### src/assert_macros.svh
// Assertion macros used by the deframer top level.
`ifndef ASSERT_MACROS_SVH
`define ASSERT_MACROS_SVH

// Condition that must hold at every clock edge outside reset.
`define ASSERT_ALWAYS(label, cond, msg) \
	label: assert property (@(posedge clk) disable iff (!arst_n) (cond)) else $error(msg);

// Same-cycle implication.
`define ASSERT_IMPLY(label, ante, cons, msg) \
	label: assert property (@(posedge clk) disable iff (!arst_n) (ante) |-> (cons)) else $error(msg);

// Next-cycle implication.
`define ASSERT_NEXT(label, ante, cons, msg) \
	label: assert property (@(posedge clk) disable iff (!arst_n) (ante) |=> (cons)) else $error(msg);

`endif

### src/rbd_pkg.sv
// Package with the types, codes and constants of the response body deframer.
`timescale 1ns / 1ps
package rbd_pkg;

	localparam int unsigned MAX_LINE_DEF = 4096;

	typedef struct packed {
		logic [7:0] in_byte;
		logic       end_of_stream;
	} in_item_t;

	typedef struct packed {
		logic [7:0] out_byte;
		logic [1:0] kind;
		logic [2:0] error_code;
	} out_item_t;

	localparam logic [1:0] KIND_BODY = 2'd0;
	localparam logic [1:0] KIND_DONE = 2'd1;
	localparam logic [1:0] KIND_FAIL = 2'd2;

	localparam logic [2:0] ERR_NONE       = 3'd0;
	localparam logic [2:0] ERR_EARLY_END  = 3'd1;
	localparam logic [2:0] ERR_BAD_MODE   = 3'd2;
	localparam logic [2:0] ERR_BAD_CHUNK  = 3'd3;
	localparam logic [2:0] ERR_LINE_LONG  = 3'd4;
	localparam logic [2:0] ERR_NO_CRLF    = 3'd5;
	localparam logic [2:0] ERR_FINAL_LINE = 3'd6;

	typedef enum logic [3:0] {
		PH_START,
		PH_LINE1,
		PH_LINE2,
		PH_RAW,
		PH_EXACT,
		PH_EXACT_END,
		PH_CSIZE,
		PH_CDATA,
		PH_CCR,
		PH_CLF,
		PH_FINAL,
		PH_DONE
	} phase_t;

	typedef struct packed {
		logic ext;
		logic bad;
		logic digit;
		logic neg;
		logic cr;
	} line_flags_t;

	typedef struct packed {
		phase_t      phase;
		line_flags_t flags;
		logic [63:0] acc;
		logic [63:0] remaining;
	} step_state_t;

	localparam logic [7:0] CH_CR    = 8'h0D;
	localparam logic [7:0] CH_LF    = 8'h0A;
	localparam logic [7:0] CH_SEMI  = 8'h3B;
	localparam logic [7:0] CH_PLUS  = 8'h2B;
	localparam logic [7:0] CH_MINUS = 8'h2D;

	localparam logic [63:0] DEC_LIMIT = 64'h7FFF_FFFF_FFFF_FFFF;

endpackage

### src/rbd_step.sv
// Combinational next-state and result logic for one byte of the deframer.
`timescale 1ns / 1ps
module rbd_step #(
	parameter int unsigned MAX_LINE = rbd_pkg::MAX_LINE_DEF
) (
	input  logic                        header_enable,
	input  rbd_pkg::in_item_t           item,
	input  rbd_pkg::step_state_t        cur,
	input  logic [$clog2(MAX_LINE)-1:0] line_count,
	output rbd_pkg::step_state_t        nxt,
	output logic [$clog2(MAX_LINE)-1:0] line_count_next,
	output logic                        res_valid,
	output rbd_pkg::out_item_t          res
);

	localparam int unsigned LCW = $clog2(MAX_LINE);
	localparam logic [LCW-1:0] LineLimit = LCW'(MAX_LINE - 2);

	function automatic logic [4:0] hex_decode(input logic [7:0] c);
		logic [4:0] r;
		r = 5'd0;
		if (c >= 8'h30 && c <= 8'h39) begin
			r = {1'b1, 4'(c - 8'h30)};
		end else if (c >= 8'h61 && c <= 8'h66) begin
			r = {1'b1, 4'(c - 8'h57)};
		end else if (c >= 8'h41 && c <= 8'h46) begin
			r = {1'b1, 4'(c - 8'h37)};
		end
		return r;
	endfunction

	rbd_pkg::phase_t      ph_eff;
	logic [7:0]           b;
	logic                 eos;
	logic                 is_lf;
	logic                 too_long;
	logic                 is_dec;
	logic [3:0]           dec_d;
	logic [67:0]          dec_sum;
	logic [4:0]           hex_d;
	rbd_pkg::line_flags_t feed_flags;
	logic [63:0]          feed_acc;
	logic                 l2_bad;
	logic                 l2_raw;
	logic                 l2_chunk;
	logic                 l2_zero;
	logic                 cs_bad;
	logic                 final_empty;
	logic                 rem_last;

	assign b        = item.in_byte;
	assign eos      = item.end_of_stream;
	assign ph_eff   = (cur.phase == rbd_pkg::PH_START)
		? (header_enable ? rbd_pkg::PH_LINE1 : rbd_pkg::PH_RAW) : cur.phase;
	assign is_lf    = (b == rbd_pkg::CH_LF);
	assign too_long = (line_count >= LineLimit);
	assign is_dec   = (b >= 8'h30) && (b <= 8'h39);
	assign dec_d    = 4'(b - 8'h30);
	assign dec_sum  = {1'b0, cur.acc, 3'b000} + {3'b000, cur.acc, 1'b0} + {64'd0, dec_d};
	assign hex_d    = hex_decode(b);
	assign rem_last = (cur.remaining == 64'd1);

	// Line-end decisions are taken on the flags and value before the LF.
	assign l2_bad   = cur.flags.bad || !cur.flags.digit ||
		(cur.flags.neg && cur.acc != 64'd0 && cur.acc != 64'd1 && cur.acc != 64'd2);
	assign l2_raw   = cur.flags.neg && (cur.acc == 64'd1);
	assign l2_chunk = cur.flags.neg && (cur.acc == 64'd2);
	assign l2_zero  = (cur.acc == 64'd0);
	assign cs_bad   = cur.flags.bad || !cur.flags.digit;
	assign final_empty = (line_count == '0) ||
		((line_count == LCW'(1)) && cur.flags.cr);

	// Number parsing of a byte that extends the current line. A CR held back
	// from the previous byte is fed first, as it turned out not to end the line.
	always_comb begin
		feed_flags = cur.flags;
		feed_acc   = cur.acc;
		if (feed_flags.cr) begin
			feed_flags.cr = 1'b0;
			if (ph_eff == rbd_pkg::PH_LINE2) begin
				feed_flags.bad = 1'b1;
			end else if (ph_eff == rbd_pkg::PH_CSIZE && !feed_flags.ext) begin
				feed_flags.bad = 1'b1;
			end
		end
		if (b == rbd_pkg::CH_CR) begin
			feed_flags.cr = 1'b1;
		end else if (ph_eff == rbd_pkg::PH_LINE2) begin
			if (!feed_flags.bad) begin
				if (line_count == '0 && (b == rbd_pkg::CH_MINUS || b == rbd_pkg::CH_PLUS)) begin
					if (b == rbd_pkg::CH_MINUS) begin
						feed_flags.neg = 1'b1;
					end
				end else if (is_dec) begin
					if (dec_sum > {4'd0, rbd_pkg::DEC_LIMIT}) begin
						feed_flags.bad = 1'b1;
					end else begin
						feed_acc         = dec_sum[63:0];
						feed_flags.digit = 1'b1;
					end
				end else begin
					feed_flags.bad = 1'b1;
				end
			end
		end else if (ph_eff == rbd_pkg::PH_CSIZE) begin
			if (!feed_flags.ext) begin
				if (b == rbd_pkg::CH_SEMI) begin
					feed_flags.ext = 1'b1;
				end else if (!feed_flags.bad) begin
					if (hex_d[4] && cur.acc[63:60] == 4'd0) begin
						feed_acc         = {cur.acc[59:0], hex_d[3:0]};
						feed_flags.digit = 1'b1;
					end else begin
						feed_flags.bad = 1'b1;
					end
				end
			end
		end
	end

	// Next state.
	always_comb begin
		nxt             = cur;
		nxt.phase       = ph_eff;
		line_count_next = line_count;
		case (ph_eff)
			rbd_pkg::PH_RAW: begin
				if (eos) begin
					nxt.phase = rbd_pkg::PH_DONE;
				end
			end
			rbd_pkg::PH_EXACT_END: begin
				nxt.phase = rbd_pkg::PH_DONE;
			end
			rbd_pkg::PH_EXACT, rbd_pkg::PH_CDATA: begin
				if (eos) begin
					nxt.phase = rbd_pkg::PH_DONE;
				end else begin
					nxt.remaining = cur.remaining - 64'd1;
					if (rem_last) begin
						nxt.phase = (ph_eff == rbd_pkg::PH_EXACT)
							? rbd_pkg::PH_EXACT_END : rbd_pkg::PH_CCR;
					end
				end
			end
			rbd_pkg::PH_CCR: begin
				nxt.phase = (eos || b != rbd_pkg::CH_CR) ? rbd_pkg::PH_DONE : rbd_pkg::PH_CLF;
			end
			rbd_pkg::PH_CLF: begin
				nxt.phase = (eos || b != rbd_pkg::CH_LF) ? rbd_pkg::PH_DONE : rbd_pkg::PH_CSIZE;
			end
			rbd_pkg::PH_LINE1, rbd_pkg::PH_LINE2, rbd_pkg::PH_CSIZE, rbd_pkg::PH_FINAL: begin
				if (eos) begin
					nxt.phase = rbd_pkg::PH_DONE;
				end else if (is_lf) begin
					nxt.flags       = '0;
					nxt.acc         = '0;
					line_count_next = '0;
					if (ph_eff == rbd_pkg::PH_LINE1) begin
						nxt.phase = rbd_pkg::PH_LINE2;
					end else if (ph_eff == rbd_pkg::PH_LINE2) begin
						if (l2_bad) begin
							nxt.phase = rbd_pkg::PH_DONE;
						end else if (l2_raw) begin
							nxt.phase = rbd_pkg::PH_RAW;
						end else if (l2_chunk) begin
							nxt.phase = rbd_pkg::PH_CSIZE;
						end else if (l2_zero) begin
							nxt.phase = rbd_pkg::PH_DONE;
						end else begin
							nxt.remaining = cur.acc;
							nxt.phase     = rbd_pkg::PH_EXACT;
						end
					end else if (ph_eff == rbd_pkg::PH_CSIZE) begin
						if (cs_bad) begin
							nxt.phase = rbd_pkg::PH_DONE;
						end else if (l2_zero) begin
							nxt.phase = rbd_pkg::PH_FINAL;
						end else begin
							nxt.remaining = cur.acc;
							nxt.phase     = rbd_pkg::PH_CDATA;
						end
					end else begin
						nxt.phase = rbd_pkg::PH_DONE;
					end
				end else if (too_long) begin
					nxt.phase = rbd_pkg::PH_DONE;
				end else begin
					nxt.flags       = feed_flags;
					nxt.acc         = feed_acc;
					line_count_next = line_count + LCW'(1);
				end
			end
			default: begin
				nxt.phase = cur.phase;
			end
		endcase
	end

	// Result of the byte, if it causes one.
	always_comb begin
		res_valid = 1'b0;
		res       = '0;
		case (ph_eff)
			rbd_pkg::PH_RAW: begin
				res_valid = 1'b1;
				if (eos) begin
					res.kind = rbd_pkg::KIND_DONE;
				end else begin
					res.out_byte = b;
				end
			end
			rbd_pkg::PH_EXACT_END: begin
				res_valid = 1'b1;
				res.kind  = rbd_pkg::KIND_DONE;
			end
			rbd_pkg::PH_EXACT, rbd_pkg::PH_CDATA: begin
				res_valid = 1'b1;
				if (eos) begin
					res.kind       = rbd_pkg::KIND_FAIL;
					res.error_code = rbd_pkg::ERR_EARLY_END;
				end else begin
					res.out_byte = b;
				end
			end
			rbd_pkg::PH_CCR, rbd_pkg::PH_CLF: begin
				if (eos) begin
					res_valid      = 1'b1;
					res.kind       = rbd_pkg::KIND_FAIL;
					res.error_code = rbd_pkg::ERR_EARLY_END;
				end else if (b != ((ph_eff == rbd_pkg::PH_CCR) ? rbd_pkg::CH_CR
					: rbd_pkg::CH_LF)) begin
					res_valid      = 1'b1;
					res.kind       = rbd_pkg::KIND_FAIL;
					res.error_code = rbd_pkg::ERR_NO_CRLF;
				end
			end
			rbd_pkg::PH_LINE1, rbd_pkg::PH_LINE2, rbd_pkg::PH_CSIZE, rbd_pkg::PH_FINAL: begin
				if (eos) begin
					res_valid      = 1'b1;
					res.kind       = rbd_pkg::KIND_FAIL;
					res.error_code = rbd_pkg::ERR_EARLY_END;
				end else if (is_lf) begin
					if (ph_eff == rbd_pkg::PH_LINE2) begin
						if (l2_bad) begin
							res_valid      = 1'b1;
							res.kind       = rbd_pkg::KIND_FAIL;
							res.error_code = rbd_pkg::ERR_BAD_MODE;
						end else if (!l2_raw && !l2_chunk && l2_zero) begin
							res_valid = 1'b1;
							res.kind  = rbd_pkg::KIND_DONE;
						end
					end else if (ph_eff == rbd_pkg::PH_CSIZE) begin
						if (cs_bad) begin
							res_valid      = 1'b1;
							res.kind       = rbd_pkg::KIND_FAIL;
							res.error_code = rbd_pkg::ERR_BAD_CHUNK;
						end
					end else if (ph_eff == rbd_pkg::PH_FINAL) begin
						res_valid = 1'b1;
						if (final_empty) begin
							res.kind = rbd_pkg::KIND_DONE;
						end else begin
							res.kind       = rbd_pkg::KIND_FAIL;
							res.error_code = rbd_pkg::ERR_FINAL_LINE;
						end
					end
				end else if (too_long) begin
					res_valid      = 1'b1;
					res.kind       = rbd_pkg::KIND_FAIL;
					res.error_code = rbd_pkg::ERR_LINE_LONG;
				end
			end
			default: begin
				res_valid = 1'b0;
			end
		endcase
	end

endmodule

### src/response_body_deframer.sv
// Top level of the response body deframer: input stage, parse state and result register.
`timescale 1ns / 1ps
// Usage:
// Response bytes enter on the item channel (item_valid / item_ready / item), one per
// transaction; a transaction with end_of_stream set carries no byte and marks the
// peer's close. Results leave on the result channel: body bytes (kind 0), then one
// final transaction that says finished (kind 1) or failed (kind 2, with error_code).
// The one configuration bit, header_enable, is written on the cfg channel, which is
// always ready. It is sampled by the first item after reset: when set, two header
// lines and a decimal body mode are parsed before the body; when clear, all bytes
// are body. Write it only while the block is idle.
// An accepted item waits in the input stage register and is parsed once the result
// slot is free or draining; any result then enters the result register and
// result_valid rises. Throughput: one item per cycle unless the receiver stalls.
// The per-byte parse is one logic pass from input stage to state and result registers.
// When the receiver stalls, the result register holds; the input stage still takes
// one more item, and item_ready falls once that item waits on a full result slot.
// Reset clears the state machine, line counter and valid bits; no clearing pass.
// After the final transaction, all further items are accepted and dropped.
module response_body_deframer #(
	parameter int unsigned MAX_LINE = rbd_pkg::MAX_LINE_DEF
) (
	input  logic               clk,
	input  logic               arst_n,
	input  logic               item_valid,
	output logic               item_ready,
	input  rbd_pkg::in_item_t  item,
	output logic               result_valid,
	input  logic               result_ready,
	output rbd_pkg::out_item_t result,
	input  logic               cfg_valid,
	output logic               cfg_ready,
	input  logic               cfg_header_enable
);

`include "assert_macros.svh"

	localparam int unsigned LCW = $clog2(MAX_LINE);
	localparam logic [LCW-1:0] LineLimit = LCW'(MAX_LINE - 2);

	// Configuration register.
	logic header_enable_q;

	// Input stage.
	logic              valid_s1;
	rbd_pkg::in_item_t item_s1;

	// Parse state.
	rbd_pkg::step_state_t state_q;
	logic [LCW-1:0]       line_count_q;

	// Result register.
	logic               result_valid_q;
	rbd_pkg::out_item_t result_q;

	// Step outputs.
	rbd_pkg::step_state_t state_next;
	logic [LCW-1:0]       line_count_next;
	logic                 res_valid;
	rbd_pkg::out_item_t   res;

	// The staged item is parsed when the result slot is free or being drained.
	logic proc;

	assign proc         = valid_s1 && (!result_valid_q || result_ready);
	assign item_ready   = !valid_s1 || proc;
	assign cfg_ready    = 1'b1;
	assign result_valid = result_valid_q;
	assign result       = result_q;

	always_ff @(posedge clk or negedge arst_n) begin
		if (!arst_n) begin
			header_enable_q <= 1'b0;
		end else if (cfg_valid) begin
			header_enable_q <= cfg_header_enable;
		end
	end

	always_ff @(posedge clk or negedge arst_n) begin
		if (!arst_n) begin
			valid_s1 <= 1'b0;
		end else if (item_ready) begin
			valid_s1 <= item_valid;
		end
	end

	always_ff @(posedge clk) begin
		if (item_valid && item_ready) begin
			item_s1 <= item;
		end
	end

	rbd_step #(
		.MAX_LINE(MAX_LINE)
	) u_step (
		.header_enable  (header_enable_q),
		.item           (item_s1),
		.cur            (state_q),
		.line_count     (line_count_q),
		.nxt            (state_next),
		.line_count_next(line_count_next),
		.res_valid      (res_valid),
		.res            (res)
	);

	always_ff @(posedge clk or negedge arst_n) begin
		if (!arst_n) begin
			state_q.phase     <= rbd_pkg::PH_START;
			state_q.flags     <= '0;
			state_q.acc       <= '0;
			state_q.remaining <= '0;
			line_count_q      <= '0;
		end else if (proc) begin
			state_q      <= state_next;
			line_count_q <= line_count_next;
		end
	end

	always_ff @(posedge clk or negedge arst_n) begin
		if (!arst_n) begin
			result_valid_q <= 1'b0;
		end else if (proc) begin
			result_valid_q <= res_valid;
		end else if (result_ready) begin
			result_valid_q <= 1'b0;
		end
	end

	always_ff @(posedge clk) begin
		if (proc && res_valid) begin
			result_q <= res;
		end
	end

	// A finishing or failing result is only produced together with the move to done.
	`ASSERT_IMPLY(a_term_sets_done, result_valid_q && (result_q.kind != rbd_pkg::KIND_BODY), state_q.phase == rbd_pkg::PH_DONE, "terminal result without done phase")
	// Once done, the parser never leaves that phase before reset.
	`ASSERT_NEXT(a_done_sticky, state_q.phase == rbd_pkg::PH_DONE, state_q.phase == rbd_pkg::PH_DONE, "parser left done phase")
	// The line counter stops at the line length limit.
	`ASSERT_ALWAYS(a_line_bound, line_count_q <= LineLimit, "line counter beyond limit")
	// Only failures carry an error code.
	`ASSERT_IMPLY(a_err_only_fail, result_valid_q && (result_q.kind != rbd_pkg::KIND_FAIL), result_q.error_code == rbd_pkg::ERR_NONE, "error code on non-failure result")

endmodule
### config.mk
export PLATFORM = sky130hd
export DESIGN_NAME = response_body_deframer
export DESIGN_NICKNAME = d
export VERILOG_FILES = /design/src/rbd_pkg.sv /design/src/rbd_step.sv /design/src/response_body_deframer.sv
export VERILOG_INCLUDE_DIRS = /design/src /design/src/src
export SDC_FILE = /design/constraint.sdc
export NUM_CORES = 1
export LEC_CHECK = 0
export ABC_AREA = 1
export BUFFER_PORTS_ARGS = -buffer_cell sky130_fd_sc_hd__buf_2
export CAP_MARGIN = 10
export CORE_MARGIN = 2
export CORE_UTILIZATION = 65
export DETAILED_ROUTE_END_ITERATION = 7
export PLACE_DENSITY_LB_ADDON = 0.08
export SKIP_CTS_REPAIR_TIMING = 1
export SLEW_MARGIN = 10
export SYNTH_ARGS = -nofsm -noshare
export SYNTH_HDL_FRONTEND = slang
export SYNTH_SLANG_ARGS = --single-unit
export TNS_END_PERCENT = 5
### constraint.sdc
create_clock -name clk -period 3.6 [get_ports clk]
set_clock_uncertainty 0.05 [all_clocks]
set_input_delay 0.54 -clock clk [delete_from_list [all_inputs] [get_ports clk]]
set_output_delay 0.54 -clock clk [all_outputs]
set_load 0.02 [all_outputs]
; Word level (Yosys, flattened, before mapping)
; Cells that the tools add are included.
[totals]
input_bits = 15
reg_bits = 174
[classes]
addsub = 7
n_bitwise = 2
mux = 106
reduce_logical = 57
n_eq_ne = 42
magnitude_cmp = 8
[op_table]
columns = op, n
row1 = 2-to-1 mux 64 bit, 22
row2 = "== test 64 x 1 -> 1 bit, second input constant", 2
row3 = one-hot mux 64 bit (2 select lines), 1
row4 = 2-to-1 mux 73 bit, 1
row5 = 2-to-1 mux 4 bit, 18
row6 = 2-to-1 mux 69 bit, 1
row7 = adder 67 x 65 -> 68 bit, 1
row8 = adder 68 x 4 -> 68 bit, 1
row9 = "> comparator 68 x 63 -> 1 bit, second input constant", 1
row10 = 2-to-1 mux 5 bit, 13
row11 = "== test 64 x 2 -> 1 bit, second input constant", 1
row12 = zero test 64 bit, 1
row13 = "!= test 64 x 1 -> 1 bit, second input constant", 1
row14 = "!= test 64 x 2 -> 1 bit, second input constant", 1
row15 = nonzero test 64 bit, 1
row16 = "subtractor 64 x 1 -> 64 bit, second input constant", 1
row17 = 2-to-1 mux 1 bit, 30
row18 = "== test 8 x 6 -> 1 bit, second input constant", 3
row19 = 2-to-1 mux 12 bit, 2
row20 = one-hot mux 4 bit (6 select lines), 1
row21 = 2-to-1 mux 2 bit, 9
row22 = logical AND 1 bit, 17
row23 = "== test 4 x 3 -> 1 bit, second input constant", 4
row24 = "== test 8 x 4 -> 1 bit, second input constant", 2
row25 = 40 further kinds, 87

; Longest topological paths before layout
[depth]
word_depth = 17
ltp_mapped = 25
mapped_depth_nobuf = 24

; Modules after synthesis
; From an unflattened synthesis, not the netlist that was laid out.
[unflattened]
hier_cells = 3977
hier_area_um2 = 22387.7
[by_module_without_submodules]
columns = module, area_each_um2, seq_area_each_um2, cells_per_inst, n_inst
row1 = rbd_step, 15755.1, 0.0, 3291, 1
row2 = response_body_deframer, 6632.6, 4464.3, 686, 1

; Worst setup path before layout
; Ideal clock, no wire load.
[synth_timing]
path_type = flip-flop to flip-flop
from = reg item_s1[4] (netlist bit)
to = reg state_q[66] (netlist bit)
setup_slack_ns = 0.411
arrival_time_ns = 3.015
required_ns = 3.426
setup_ns = 0.124
stages_incl_launch_ff = 24
path_buffers = 1
period_less_slack_ns = 3.189
cell_sequence = edfxtp_1 -> inv_2 -> fa_1 -> inv_1 -> fa_1 -> nand2_1 -> nand2_1 -> nand3_1 -> nand2_1 -> nand2_1 -> nand2_1 -> nand2_1 -> nand2_2 -> nand2_1 -> nand3_1 -> nand2_1 -> nand2_1 -> nor2_1 -> nand3_1 -> nand2_2 -> nand2_2 -> buf_2 -> nand2_1 -> o21ai_1
[synth_between]
elab_chain_cells = 14
[synth_rtl]
columns = item, line
row1 = from (decl), response_body_deframer.sv:46  ; rbd_pkg::in_item_t item_s1;
row2 = from (signal assigned), response_body_deframer.sv:89  ; item_s1 <= item;
row3 = branches (longest 14 deep; another with adder 68 x 4 -> 68 bit), -
row4 = to (signal assigned), response_body_deframer.sv:114  ; state_q <= state_next;
row5 = to (decl), response_body_deframer.sv:49  ; rbd_pkg::step_state_t state_q;
; Parallel ways; which one is timed is not known. The select of a mux whose other input is x is not followed.
; A chain may end at the register's enable or synchronous reset.

; Worst setup path in the final report
[layout_timing]
from = reg state_q[69] (netlist bit)
to = reg state_q[66] (netlist bit)
[layout_between]
elab_chain_cells = 5
[layout_rtl]
columns = item, line
row1 = adder 67 x 65 -> 68 bit, rbd_step.sv:59  ; assign dec_sum = {1'b0, cur.acc, 3'b000} + {3'b000, cur.acc, 1'b0} + {64'd0, dec_d};
row2 = adder 68 x 4 -> 68 bit, rbd_step.sv:59
row3 = > comparator 68 x 63 -> 1 bit, rbd_step.sv:95  ; if (dec_sum > {4'd0, rbd_pkg::DEC_LIMIT}) begin
row4 = != test 3 x 2 -> 1 bit (no source line), -
row5 = AND reduction 13 bit (no source line), -
; No other way between the ends.

==> results.md <==
* Top achievable clock speed at 278 MHz
* Worst VDD drop at 0.686 mV
* Initial Util at 0.656
* Worst Path Max Fanout at 16
* Die width at 165 um
* Post-Syn Instances at 2687
* Vias in the first global route at 16.8k
* Root Driver: clkbuf_16
* Max-slew headroom at 0.348
* Die span in y at 165 um
* Post-Syn Area per Cell at roughly 6.3 um2
* Setup TNS at -0.00721 ns
* WL/cell at between 15 and 20 um
* Max stage delay cell, worst path: dfrtp_1
* Worst-path cell chain: ha_1 > ha_1 > nand2_1 > nor2_1 > nand3_1 > nand3_1 > nand2_1 > nand2_1 > nand2_1 > nand2_1 > a21oi_1 > nand2_1 > nor2_2 > nand3_2 > nand2_4 > nand2_4 > buf_6 > o21ai_1
* Critical path class: reg -> reg
* Fin crit share at 1.00
* I/O pin count at 31
* Initial antenna violation count at 1
* Final Max Slew Viols at 0
* LEAKAGE at between 0.009 and 0.01 uW
* Arrival time worst endpoint at 3.89 ns
* Number of DRC markers in iteration 0 at about 2.1k
* Max_cap viols at 0
* WP buf/inv at 1
* Crit. End Element: register
* DRC viols at 0
* Share of flip-flops with an asynchronous set or reset at 0.874
* Commonest cells after routing, fill and taps aside: nand2_1 (791), inv_1 (401), nor2_1 (318)
* Core Box Area at between 0.02 and 0.03 mm2
* EDFF count, synth at 22
* Post-Syn Nets at 2841
* Sequential area share after synthesis at 0.264
* Std cell rows at 59
* Routed WL at 58100 um
* Status: complete, but fails checks
* Share of the synthesized area in the top cell type at 0.225
* CTS H-Tree Depth at 4
* Flops & latches, synth at 174
* Via Count at 18.4k
* Vias/cell at 5.94
* 1st-pass router iterations at 6
* Worst-Margin Slew at 0.978 ns
* GPL Wtd Cong at 1.04
* Worst Setup Slack, final at -0.00302 ns
* CP most frequent cell: nand2_1
* Largest cells by area after synthesis: dfrtp_1 (22%), nand2_1 (18%), ha_1 (10%), inv_1 (8.9%), nor2_1 (7.2%)
* Power Density at 694 mW/mm2
* Total track usage at 0.410
* Final Hold Viols at 0
* Worst skew pair latency at approximately 0.46 ns
* Fillers at 2251
* Min Tclk post-route at about 3.6 ns
* Clk sinks at 174
* RR Startpoint: state_q[69]
* Final setup viols at 3
* Dominant cell type by area after synthesis: dfrtp_1
* CP Data Required Time at roughly 3.9 ns
* CP Launch Point: state_q[69]
* Die ar. at between 0.02 and 0.03 mm2
* CP max stage delay at 0.45 ns
* Post-route ant nets at 0
* Worst Setup Start Kind: register
* Pre-CTS setup slack at around 0.053 ns
* Yosys warnings at 0
* Main synth FF type: dfrtp_1
* Distinct cells, synth at 51
* Type of the tightest min-delay check: in -> async
* First-pass GRT wire length at 86800 um
* GRT overflow at 0
* I/O Buffers at 29
* Commonest non-fill, non-tap cell in the layout: nand2_1
* Fin nets at 2901
* DPL Wire Length at 43000 um
* Failing checks: setup timing
* Layout cells sized above 1 at 0.0710
* Area Growth Syn to Fin at 9.72%
* Crit path max-delay family: simple AND/OR/NAND/NOR gates
* Reg clk slew, reported paths at approximately 0.080 ns
* CTS Buffer Depth at 2
* Largest net degree at the start of global routing at 83
* CTS tree: yes
* Synthesized area at 0.0169 mm2
* Num CTS Buffers at 17
## flip-flops by register name, summed over array words and instances, names as in the netlist
| register | cells |
|---|---|
| state_q | 137 |
| result | 13 |
| line_count_q | 12 |
| item_s1 | 9 |
| header_enable_q | 1 |
| result_valid | 1 |
| valid_s1 | 1 |
## final cells by class
cell class / count / area [um2] / share of cell area
diodes: 1 / 2.50 / 0.000135
clock buffers: 19 / 433 / 0.0233
clock inverters: 13 / 123 / 0.00661
inverters: 412 / 1550 / 0.0834
multi-input cells: 2041 / 10700 / 0.578
flip-flops and latches: 174 / 4470 / 0.241
well taps: 335 / 419 / 0.0226
repair buffers: 101 / 831 / 0.0448
## cells in the mapped netlist, drive strengths merged, types with 7 or more instances
master,count
a21oi,151
buf,32
clkbuf,29
nand2,801
and3,7
edfxtp,22
o21bai,22
o21ai,144
xor2,37
nor4,9
nand3,165
xnor2,36
mux2i,18
nor2,330
o22ai,37
nand3b,11
nand4,27
dfrtp,152
nor3,54
a22oi,12
inv,412
ha,137
## per-layer routing
| metal | track usage | wire length [um] | vias to the layer above |
|---|---|---|---|
| li1 | - | - | 8765 |
| met1 | 0.545 | 22800 | 8341 |
| met2 | 0.654 | 25700 | 1055 |
| met3 | 0.0817 | 6580 | 232 |
| met4 | 0.173 | 3000 | 0 |
| met5 | 0 | 0 | - |
## cells by family after synthesis
family,Yosys count,share of synthesized area
simple gates,1417,0.346
buf+inv,473,0.109
compound gates,392,0.129
flops,174,0.264
fa+ha+maj,139,0.104
xor+xnor,73,0.0378
mux,18,0.0107
other cells,1,0.000222
## worst reg2reg max path, delay by kind of cell (launching register included)
family / cells / cell delay (ns)
AND/OR/NAND/NOR: 13 / 1.85
AO/OA/AOI/OAI: 2 / 0.16
flip-flops: 1 / 0.45
buffers and inverters: 1 / 0.23
adder cells (fa/ha/maj): 2 / 0.71
## where the power goes
group | switching (uW) | internal [uW] | total [uW]
Clock | 985 | 918 | 1900
Combinational | 5450 | 2560 | 8020
Sequential | 473 | 2490 | 2970
## metrics by stage
stage,utilization,instances,hold WS (ns),cell area [um2],power (uW)
floorplan,-,2687,0.194,16900,8450
global placement,0.688,3050,0.429,17700,10400
detailed placement,0.688,3050,0.437,17700,10600
CTS,0.709,3082,0.0457,18300,12500
global route,0.720,3095,0.0699,18600,13900
finish,0.720,3096,0.00421,18600,12900
## worst paths after layout
| check | endpoint | slack, ns | cells after the start |
|---|---|---|---|
| worst min register to register | state_q[132] | 0.47 | 2 |
| worst max register to register | state_q[66] | -0.003 | 18 |
| worst max-delay path | state_q[66] | -0.003 | 18 |
| worst min-delay path | state_q[30] | 0.004 | 1 |
| min in group clk | item_s1[0] | 0.20 | 1 |
| max in group asynchronous | state_q[0] | 2.68 | 2 |
Note: power is estimated with default switching activity, not from simulation.
